File: src/design/wcacc_pkg.sv
// wcacc_pkg: shared types and constants of the weighted covariance accumulator
// item and result structs, controller states, datapath commands and status
// no dependencies
package wcacc_pkg;

	localparam int unsigned MUL_A_W   = 64;
	localparam int unsigned MUL_DIG_W = 16;
	localparam int unsigned MUL_DIGS  = 3;
	localparam int unsigned MUL_B_W   = MUL_DIG_W * MUL_DIGS;
	localparam int unsigned MUL_P_W   = MUL_A_W + MUL_B_W;
	localparam int unsigned MUL_CNT_W = 2;

	localparam int unsigned DIV_N_W   = 80;
	localparam int unsigned DIV_D_W   = 48;
	localparam int unsigned DIV_CNT_W = 7;

	localparam logic [16:0] ONE_Q16   = 17'h10000;
	localparam logic [63:0] SAT_POS   = 64'h7FFF_FFFF_FFFF_FFFF;
	localparam logic [63:0] SAT_NEG   = 64'h8000_0000_0000_0001;
	localparam logic [47:0] CAP_U48   = 48'hFFFF_FFFF_FFFF;
	localparam logic [47:0] COV_POS   = 48'h7FFF_FFFF_FFFF;
	localparam logic [47:0] COV_NEG   = 48'h8000_0000_0000;
	localparam logic [30:0] ONE_Q30   = 31'h4000_0000;

	typedef struct packed {
		logic               mode;
		logic signed [31:0] x_value;
		logic signed [31:0] y_value;
		logic [16:0]        sample_weight;
		logic [16:0]        decay_factor;
		logic [31:0]        gen_tag;
	} wcacc_in_t;

	typedef struct packed {
		logic signed [31:0] mean_x;
		logic signed [31:0] mean_y;
		logic [47:0]        variance_x;
		logic [47:0]        variance_y;
		logic signed [47:0] covariance_xy;
		logic [47:0]        weight_total;
		logic [31:0]        generation_out;
	} wcacc_out_t;

	typedef enum logic [4:0] {
		ST_IDLE, ST_PREP, ST_PROP, ST_MX, ST_MY,
		ST_XX1, ST_XX2, ST_YY1, ST_YY2, ST_XY1, ST_XY2,
		ST_DWS, ST_DXX, ST_DYY, ST_DXY,
		ST_VX, ST_VY, ST_CV, ST_EMIT
	} wcacc_state_t;

	typedef enum logic [4:0] {
		OP_NONE, OP_PREP, OP_PROP, OP_MX, OP_MY,
		OP_XX1, OP_XX2, OP_YY1, OP_YY2, OP_XY1, OP_XY2,
		OP_DWS, OP_DXX, OP_DYY, OP_DXY,
		OP_VX, OP_VY, OP_CV
	} wcacc_op_t;

	typedef struct packed {
		wcacc_op_t op;
		logic      start;
		logic      wb;
		logic      load;
		logic      emit;
	} wcacc_cmd_t;

	typedef struct packed {
		logic done;
		logic w_zero;
		logic f_one;
		logic decay;
		logic out_free;
	} wcacc_stat_t;

endpackage

File: src/design/wcacc_ctrl.sv
// wcacc_ctrl: sequencer that walks one item through the datapath operations
// uses wcacc_pkg
module wcacc_ctrl (
	input  logic                   clk,
	input  logic                   arst_n,
	input  logic                   item_valid,
	output logic                   item_stall,
	input  wcacc_pkg::wcacc_stat_t st,
	output wcacc_pkg::wcacc_cmd_t  cmd
);
	wcacc_pkg::wcacc_state_t state_q, state_nx;
	logic issued_q;

	always_ff @(posedge clk or negedge arst_n) begin
		if (!arst_n) begin
			state_q  <= wcacc_pkg::ST_IDLE;
			issued_q <= 1'b0;
		end else begin
			state_q <= state_nx;
			if (cmd.start)
				issued_q <= 1'b1;
			else if (cmd.wb)
				issued_q <= 1'b0;
		end
	end

	always_comb begin
		state_nx   = state_q;
		cmd.op     = wcacc_pkg::OP_NONE;
		cmd.start  = 1'b0;
		cmd.wb     = 1'b0;
		cmd.load   = 1'b0;
		cmd.emit   = 1'b0;
		item_stall = 1'b1;
		case (state_q)
			wcacc_pkg::ST_IDLE: begin
				item_stall = 1'b0;
				if (item_valid) begin
					cmd.load = 1'b1;
					state_nx = wcacc_pkg::ST_PREP;
				end
			end
			wcacc_pkg::ST_PREP: begin
				cmd.op = wcacc_pkg::OP_PREP;
				cmd.wb = 1'b1;
				if (st.decay)
					state_nx = st.f_one ? wcacc_pkg::ST_VX : wcacc_pkg::ST_DWS;
				else
					state_nx = st.w_zero ? wcacc_pkg::ST_VX : wcacc_pkg::ST_PROP;
			end
			wcacc_pkg::ST_EMIT: begin
				if (st.out_free) begin
					cmd.emit = 1'b1;
					state_nx = wcacc_pkg::ST_IDLE;
				end
			end
			default: begin
				// unit step: start once, write back when the unit reports done
				case (state_q)
					wcacc_pkg::ST_PROP: begin cmd.op = wcacc_pkg::OP_PROP; state_nx = wcacc_pkg::ST_MX; end
					wcacc_pkg::ST_MX:   begin cmd.op = wcacc_pkg::OP_MX;   state_nx = wcacc_pkg::ST_MY; end
					wcacc_pkg::ST_MY:   begin cmd.op = wcacc_pkg::OP_MY;   state_nx = wcacc_pkg::ST_XX1; end
					wcacc_pkg::ST_XX1:  begin cmd.op = wcacc_pkg::OP_XX1;  state_nx = wcacc_pkg::ST_XX2; end
					wcacc_pkg::ST_XX2:  begin cmd.op = wcacc_pkg::OP_XX2;  state_nx = wcacc_pkg::ST_YY1; end
					wcacc_pkg::ST_YY1:  begin cmd.op = wcacc_pkg::OP_YY1;  state_nx = wcacc_pkg::ST_YY2; end
					wcacc_pkg::ST_YY2:  begin cmd.op = wcacc_pkg::OP_YY2;  state_nx = wcacc_pkg::ST_XY1; end
					wcacc_pkg::ST_XY1:  begin cmd.op = wcacc_pkg::OP_XY1;  state_nx = wcacc_pkg::ST_XY2; end
					wcacc_pkg::ST_XY2:  begin cmd.op = wcacc_pkg::OP_XY2;  state_nx = wcacc_pkg::ST_VX; end
					wcacc_pkg::ST_DWS:  begin cmd.op = wcacc_pkg::OP_DWS;  state_nx = wcacc_pkg::ST_DXX; end
					wcacc_pkg::ST_DXX:  begin cmd.op = wcacc_pkg::OP_DXX;  state_nx = wcacc_pkg::ST_DYY; end
					wcacc_pkg::ST_DYY:  begin cmd.op = wcacc_pkg::OP_DYY;  state_nx = wcacc_pkg::ST_DXY; end
					wcacc_pkg::ST_DXY:  begin cmd.op = wcacc_pkg::OP_DXY;  state_nx = wcacc_pkg::ST_VX; end
					wcacc_pkg::ST_VX:   begin cmd.op = wcacc_pkg::OP_VX;   state_nx = wcacc_pkg::ST_VY; end
					wcacc_pkg::ST_VY:   begin cmd.op = wcacc_pkg::OP_VY;   state_nx = wcacc_pkg::ST_CV; end
					wcacc_pkg::ST_CV:   begin cmd.op = wcacc_pkg::OP_CV;   state_nx = wcacc_pkg::ST_EMIT; end
					default:            begin cmd.op = wcacc_pkg::OP_NONE; state_nx = wcacc_pkg::ST_IDLE; end
				endcase
				cmd.start = !issued_q && cmd.op != wcacc_pkg::OP_NONE;
				cmd.wb    = issued_q && st.done;
				if (!cmd.wb && cmd.op != wcacc_pkg::OP_NONE)
					state_nx = state_q;
			end
		endcase
	end

	a_no_load_busy: assert property (@(posedge clk) disable iff (!arst_n)
		cmd.load |-> state_q == wcacc_pkg::ST_IDLE)
		else $error("item taken while busy");
	a_wb_after_start: assert property (@(posedge clk) disable iff (!arst_n)
		cmd.start |=> !cmd.wb)
		else $error("write back in the cycle after a unit start");
	a_emit_free: assert property (@(posedge clk) disable iff (!arst_n)
		cmd.emit |-> st.out_free)
		else $error("result overwritten before it was taken");

endmodule

File: config.mk
export PLATFORM = sky130hd
export DESIGN_NAME = wcacc_ctrl
export DESIGN_NICKNAME = d
export VERILOG_FILES = /design/src/design/wcacc_pkg.sv /design/src/design/wcacc_ctrl.sv
export SDC_FILE = /design/constraint.sdc
export NUM_CORES = 1
export LEC_CHECK = 0
export BUFFER_PORTS_ARGS = -buffer_cell sky130_fd_sc_hd__buf_2
export CAP_MARGIN = 20
export CORE_MARGIN = 8
export CORE_UTILIZATION = 50
export CTS_BUF_LIST = sky130_fd_sc_hd__clkbuf_4
export DETAILED_ROUTE_END_ITERATION = 8
export HOLD_SLACK_MARGIN = 0.08
export PLACE_DENSITY_LB_ADDON = 0.2
export SLEW_MARGIN = 25
export SYNTH_ARGS = -nofsm -noshare
export SYNTH_HDL_FRONTEND = slang
export SYNTH_SLANG_ARGS = --single-unit
File: constraint.sdc
create_clock -name clk -period 2.8 [get_ports clk]
set_input_delay 0.84 -clock clk [delete_from_list [all_inputs] [get_ports clk]]
set_output_delay 0.84 -clock clk [all_outputs]
set_load 0.005 [all_outputs]
# Yosys cells after proc, flatten, opt, wreduce, memory -nomap -nowiden
# Memories as Yosys holds them, arrays and structs flattened.
# Index checks and enable logic that the tools add are counted.
op_classes:
  n_addsub: 0
  n_mux: 18
  eq_ne: 5
  order_cmp: 0
  bitwise_logic: 0
  n_div: 0
  n_shift: 0
  n_reduce_logical: 11
  mul: 0
op_table:
  columns: ["op", "count"]
  rows:
  - ["2-to-1 mux 5 bit", 3]
  - ["one-hot mux 5 bit (3 select lines)", 1]
  - ["2-to-1 mux 10 bit", 1]
  - ["one-hot mux 5 bit (2 select lines)", 1]
  - ["2-to-1 mux 1 bit", 8]
  - ["2-to-1 mux 4 bit", 2]
  - ["equality test 5 x 1 -> 1 bit, second input constant", 1]
  - ["equality test 5 bit, second input constant", 1]
  - ["logical NOT 5 bit", 1]
  - ["nonzero test 5 bit", 1]
  - ["inequality test 2 bit, second input constant", 2]
  - ["inequality test 4 x 1 -> 1 bit, second input constant", 1]
  - ["logical AND 1 bit", 3]
  - ["2-to-1 mux 3 bit", 1]
  - ["AND reduction 3 bit", 1]
  - ["OR reduction 3 bit", 1]
  - ["logical NOT 1 bit", 2]
  - ["one-hot mux 1 bit (2 select lines)", 1]
  - ["nonzero test 2 bit", 1]
  - ["OR reduction 2 bit", 1]
word_totals:
  mem_bits_ro: 320
  inputBits: 8
  reg_bits: 6
  latchBits: 0
  word_cells: 37
  ram_bits: 0
  out_inout_bits: 10
  mem_count: 1
memory_table:
  columns: ["memory", "words", "word_bits", "rd", "rd_clocked_by_memory_dff", "write_ports", "line", "source"]
  rows:
  - ["(no name shown)", 32, 10, 1, 0, 0, "wcacc_ctrl.sv:59", "case (state_q)"]

# Depth between registers and ports, before layout
logic_depth:
  depth_word: 7
  mapped_depth: 8

# Worst setup path before layout
# OpenSTA, ideal clock, no wires.
synth_timing:
  kind: "flip-flop to output port"
  start: "register state_q[1]"
  end: "output port cmd[3] in the netlist's numbering"
  slack_ns: 0.381
  path_buffers: 1
  arrival_ns: 1.579
  path_stages_with_launch: 7
  cell_sequence: "dfrtp_1 -> inv_1 -> ha_1 -> buf_4 -> and2b_4 -> o31ai_1 -> and3_1"
synth_lines:
  columns: ["item", "line", "source"]
  rows:
  - ["from (decl)", "wcacc_ctrl.sv:11", "wcacc_pkg::wcacc_state_t state_q, state_nx;"]
  - ["from (signal assigned)", "wcacc_ctrl.sv:16", "state_q <= wcacc_pkg::ST_IDLE;"]
  - ["from (signal assigned)", "wcacc_ctrl.sv:19", "state_q <= state_nx;"]
  - ["to (decl)", "wcacc_ctrl.sv:9", "output wcacc_pkg::wcacc_cmd_t cmd"]

==> results.md <==
- CTS Root Cell: clkbuf_4
- # fillers: 115
- Hold Path Class: in -> async
- Unrepaired setup endpoints after global routing: false
- Syn_area_per_cell: 8.86 um2
- Min Tclk post-route: 2.64 ns
- First-pass GRT wire length: 2.52 mm
- GRT overflow: 0
- Routed Antenna Nets: 0
- Num rows: 13
- CTS tree: built
- Largest net degree at the start of global routing: 19
- CP Data Arrival Time: 1.80 ns
- Crit Path Class: reg -> out
- Layout cell share with drive strength beyond 1: 0.394
- Max Slew Vio Count: 0
- Worst EP required: 1.96 ns
- Crit Path Max Fanout: 8
- Routed WL: 1.52 mm
- Die width: 52.5 um
- Startpoint type of the worst setup path: flop
- Pwr dens: 1270 nW/um2
- Antenna Cells: 0
- Synth Register Bits: 6
- Die area: 2750 um2
- Clock Latency Late Sink: 0.24 ns
- Gate Count Post-Synth: 75
- Placer Congestion: 0.771
- Antenna violations before repair: 0
- Drt pass-1 iters: 3
- Final #Nets: 108
- Mapped cell area: 664 um2
- Sink Count: 6
- IO Pins: 18
- Setup TNS: 0 ns
- Unique cell type count in the Yosys netlist: 35
- Asr flop ratio synth: 1.00
- DRC: 0
- Worst slew pin tran: 0.585 ns
- Cells on worst reg2reg path: 6
- CTS HTree Levels: 1
- Tcrit/Tclk final: 0.944
- Total GRT Usage: 0.115
- IO Port Bufs: 17
- Leak: 0.355 nW
- Height of the die: 52.5 um
- Final Skew: 0.00295 ns
- Yosys Warn Count: 0
- Via count: 605
- Cts-stage hold buffer count: 0
- Worst vdd ir: 0.000678 V
- Post-DP HPWL: 1.25 mm
- Core area: 1270 um2
- F_max: 378 MHz
- Rel. slew slack: 0.607
- Post-synthesis sequential area ratio: 0.226
- Final Hold Viols: 0
- Post-synth EDFFs: 0
- Clock Tree Buf Depth: 2
- Status: finished clean
- Dominant synthesized flop cell: dfrtp_1
- CP endpoint kind: output port
- Routed len/inst: 14.0 um
- Initial Util: 0.524
- Post-Syn Nets: 87
- Maximum capacitance violations: 0
- Area Growth Syn to Fin: 18.1%
- Vias in the first global route: 581
- Worst-path clk slew: 0.04 ns
- Iter 0 DRT Violations: 4
- DR vias/cell: 5.55
- Worst Hold Margin: 0.418 ns
- Final setup viols: 0
- CTS buffer count: 3
-- critical path: stages (launching register included) --
cell	delay [ns]
dfrtp_2	0.45
inv_1	0.12
ha_2	0.23
and2b_4	0.20
o31ai_2	0.23
and3_1	0.22
buf_2	0.12
-- repair_timing --
action                     CTS  global route
gates resized for setup      0             3
setup buffers                0             0
setup endpoints to repair    0             2
-- metal layers --
layer  track usage  part of all wire
met1         0.147              0.47
met2         0.178              0.49
met3        0.0199             0.045
met4        0.0647                 0
met5             0                 0
-- metrics by stage --
stage | setup slack [ns] | area, um2 | util | cells | total power, mW
final | 0.156 | 785 | 0.618 | 109 | 0.993
after global routing | 0.0198 | 785 | 0.618 | 109 | 1.10
after CTS | 0.0429 | 776 | 0.611 | 109 | 0.989
after detailed placement | 0.297 | 753 | 0.594 | 106 | 0.908
after global placement | 0.403 | 753 | 0.594 | 106 | 0.896
after floorplan | 0.381 | 664 | - | 75 | 0.741
-- synth_stat cells (all sizes together) (3+ instances only) --
master	instances	area, um2
nor2	5	21.3
nor3	3	15.0
a21oi	5	25.0
ha	4	50.1
nor2b	4	25.0
inv	4	15.0
o21ai	5	25.0
and3	3	18.8
nand2	8	30.0
dfrtp	6	150
buf	4	37.5
-- state kept, by name (all words and copies together), names as in the netlist --
register  cells
state_q       5
issued_q      1
-- where the power goes --
part	switching [mW]	internal, mW	total [mW]
clock	0.0269	0.0482	0.0751
sequential	0.0994	0.134	0.234
combinational	0.345	0.339	0.684
total	0.472	0.521	0.993
-- logic make-up after synthesis --
| logic type | after synthesis | share of synthesized area |
|---|---|---|
| buffers and inverters | 8 | 0.0791 |
| AO/OA/AOI/OAI | 28 | 0.356 |
| adder cells (fa/ha/maj) | 4 | 0.0753 |
| AND/OR/NAND/NOR | 28 | 0.241 |
| flip-flops | 6 | 0.226 |
| multiplexers | 1 | 0.0226 |
-- final timing paths --
kind	startpoint	endpoint	slack, ns
max reg2reg	state_q[1]$_DFFE_PN0P_	state_q[4]$_DFFE_PN0P_	0.73
min in group clk	issued_q$_DFFE_PN0P_	issued_q$_DFFE_PN0P_	0.54
max	state_q[1]$_DFFE_PN0P_	cmd[3]	0.16
min	arst_n	state_q[3]$_DFFE_PN0P_	0.42
max in group asynchronous	arst_n	state_q[1]$_DFFE_PN0P_	2.22
min reg2reg	issued_q$_DFFE_PN0P_	issued_q$_DFFE_PN0P_	0.54
-- layout by cell type, fill, tap and decap left out, types with 2 or more instances in the layout --
cell,instances
nor2b_1,4
o211ai_1,2
a21oi_1,5
nor3_1,3
buf_4,3
clkbuf_4,3
a22o_1,2
and3_1,3
nor2_1,4
o21ai_0,5
buf_2,17
dfrtp_1,5
inv_1,4
nand2_1,8
ha_1,3
-- area by class of cell --
cell class	count	area, um2	area share
Clock buffer	3	22.5	0.0287
Sequential cell	6	151	0.193
Inverter	4	15.0	0.0191
Timing Repair Buffer	20	108	0.137
Tap cell	15	18.8	0.0239
Multi-Input combinational cell	61	469	0.598
Note: power is estimated with default switching activity, not from simulation.
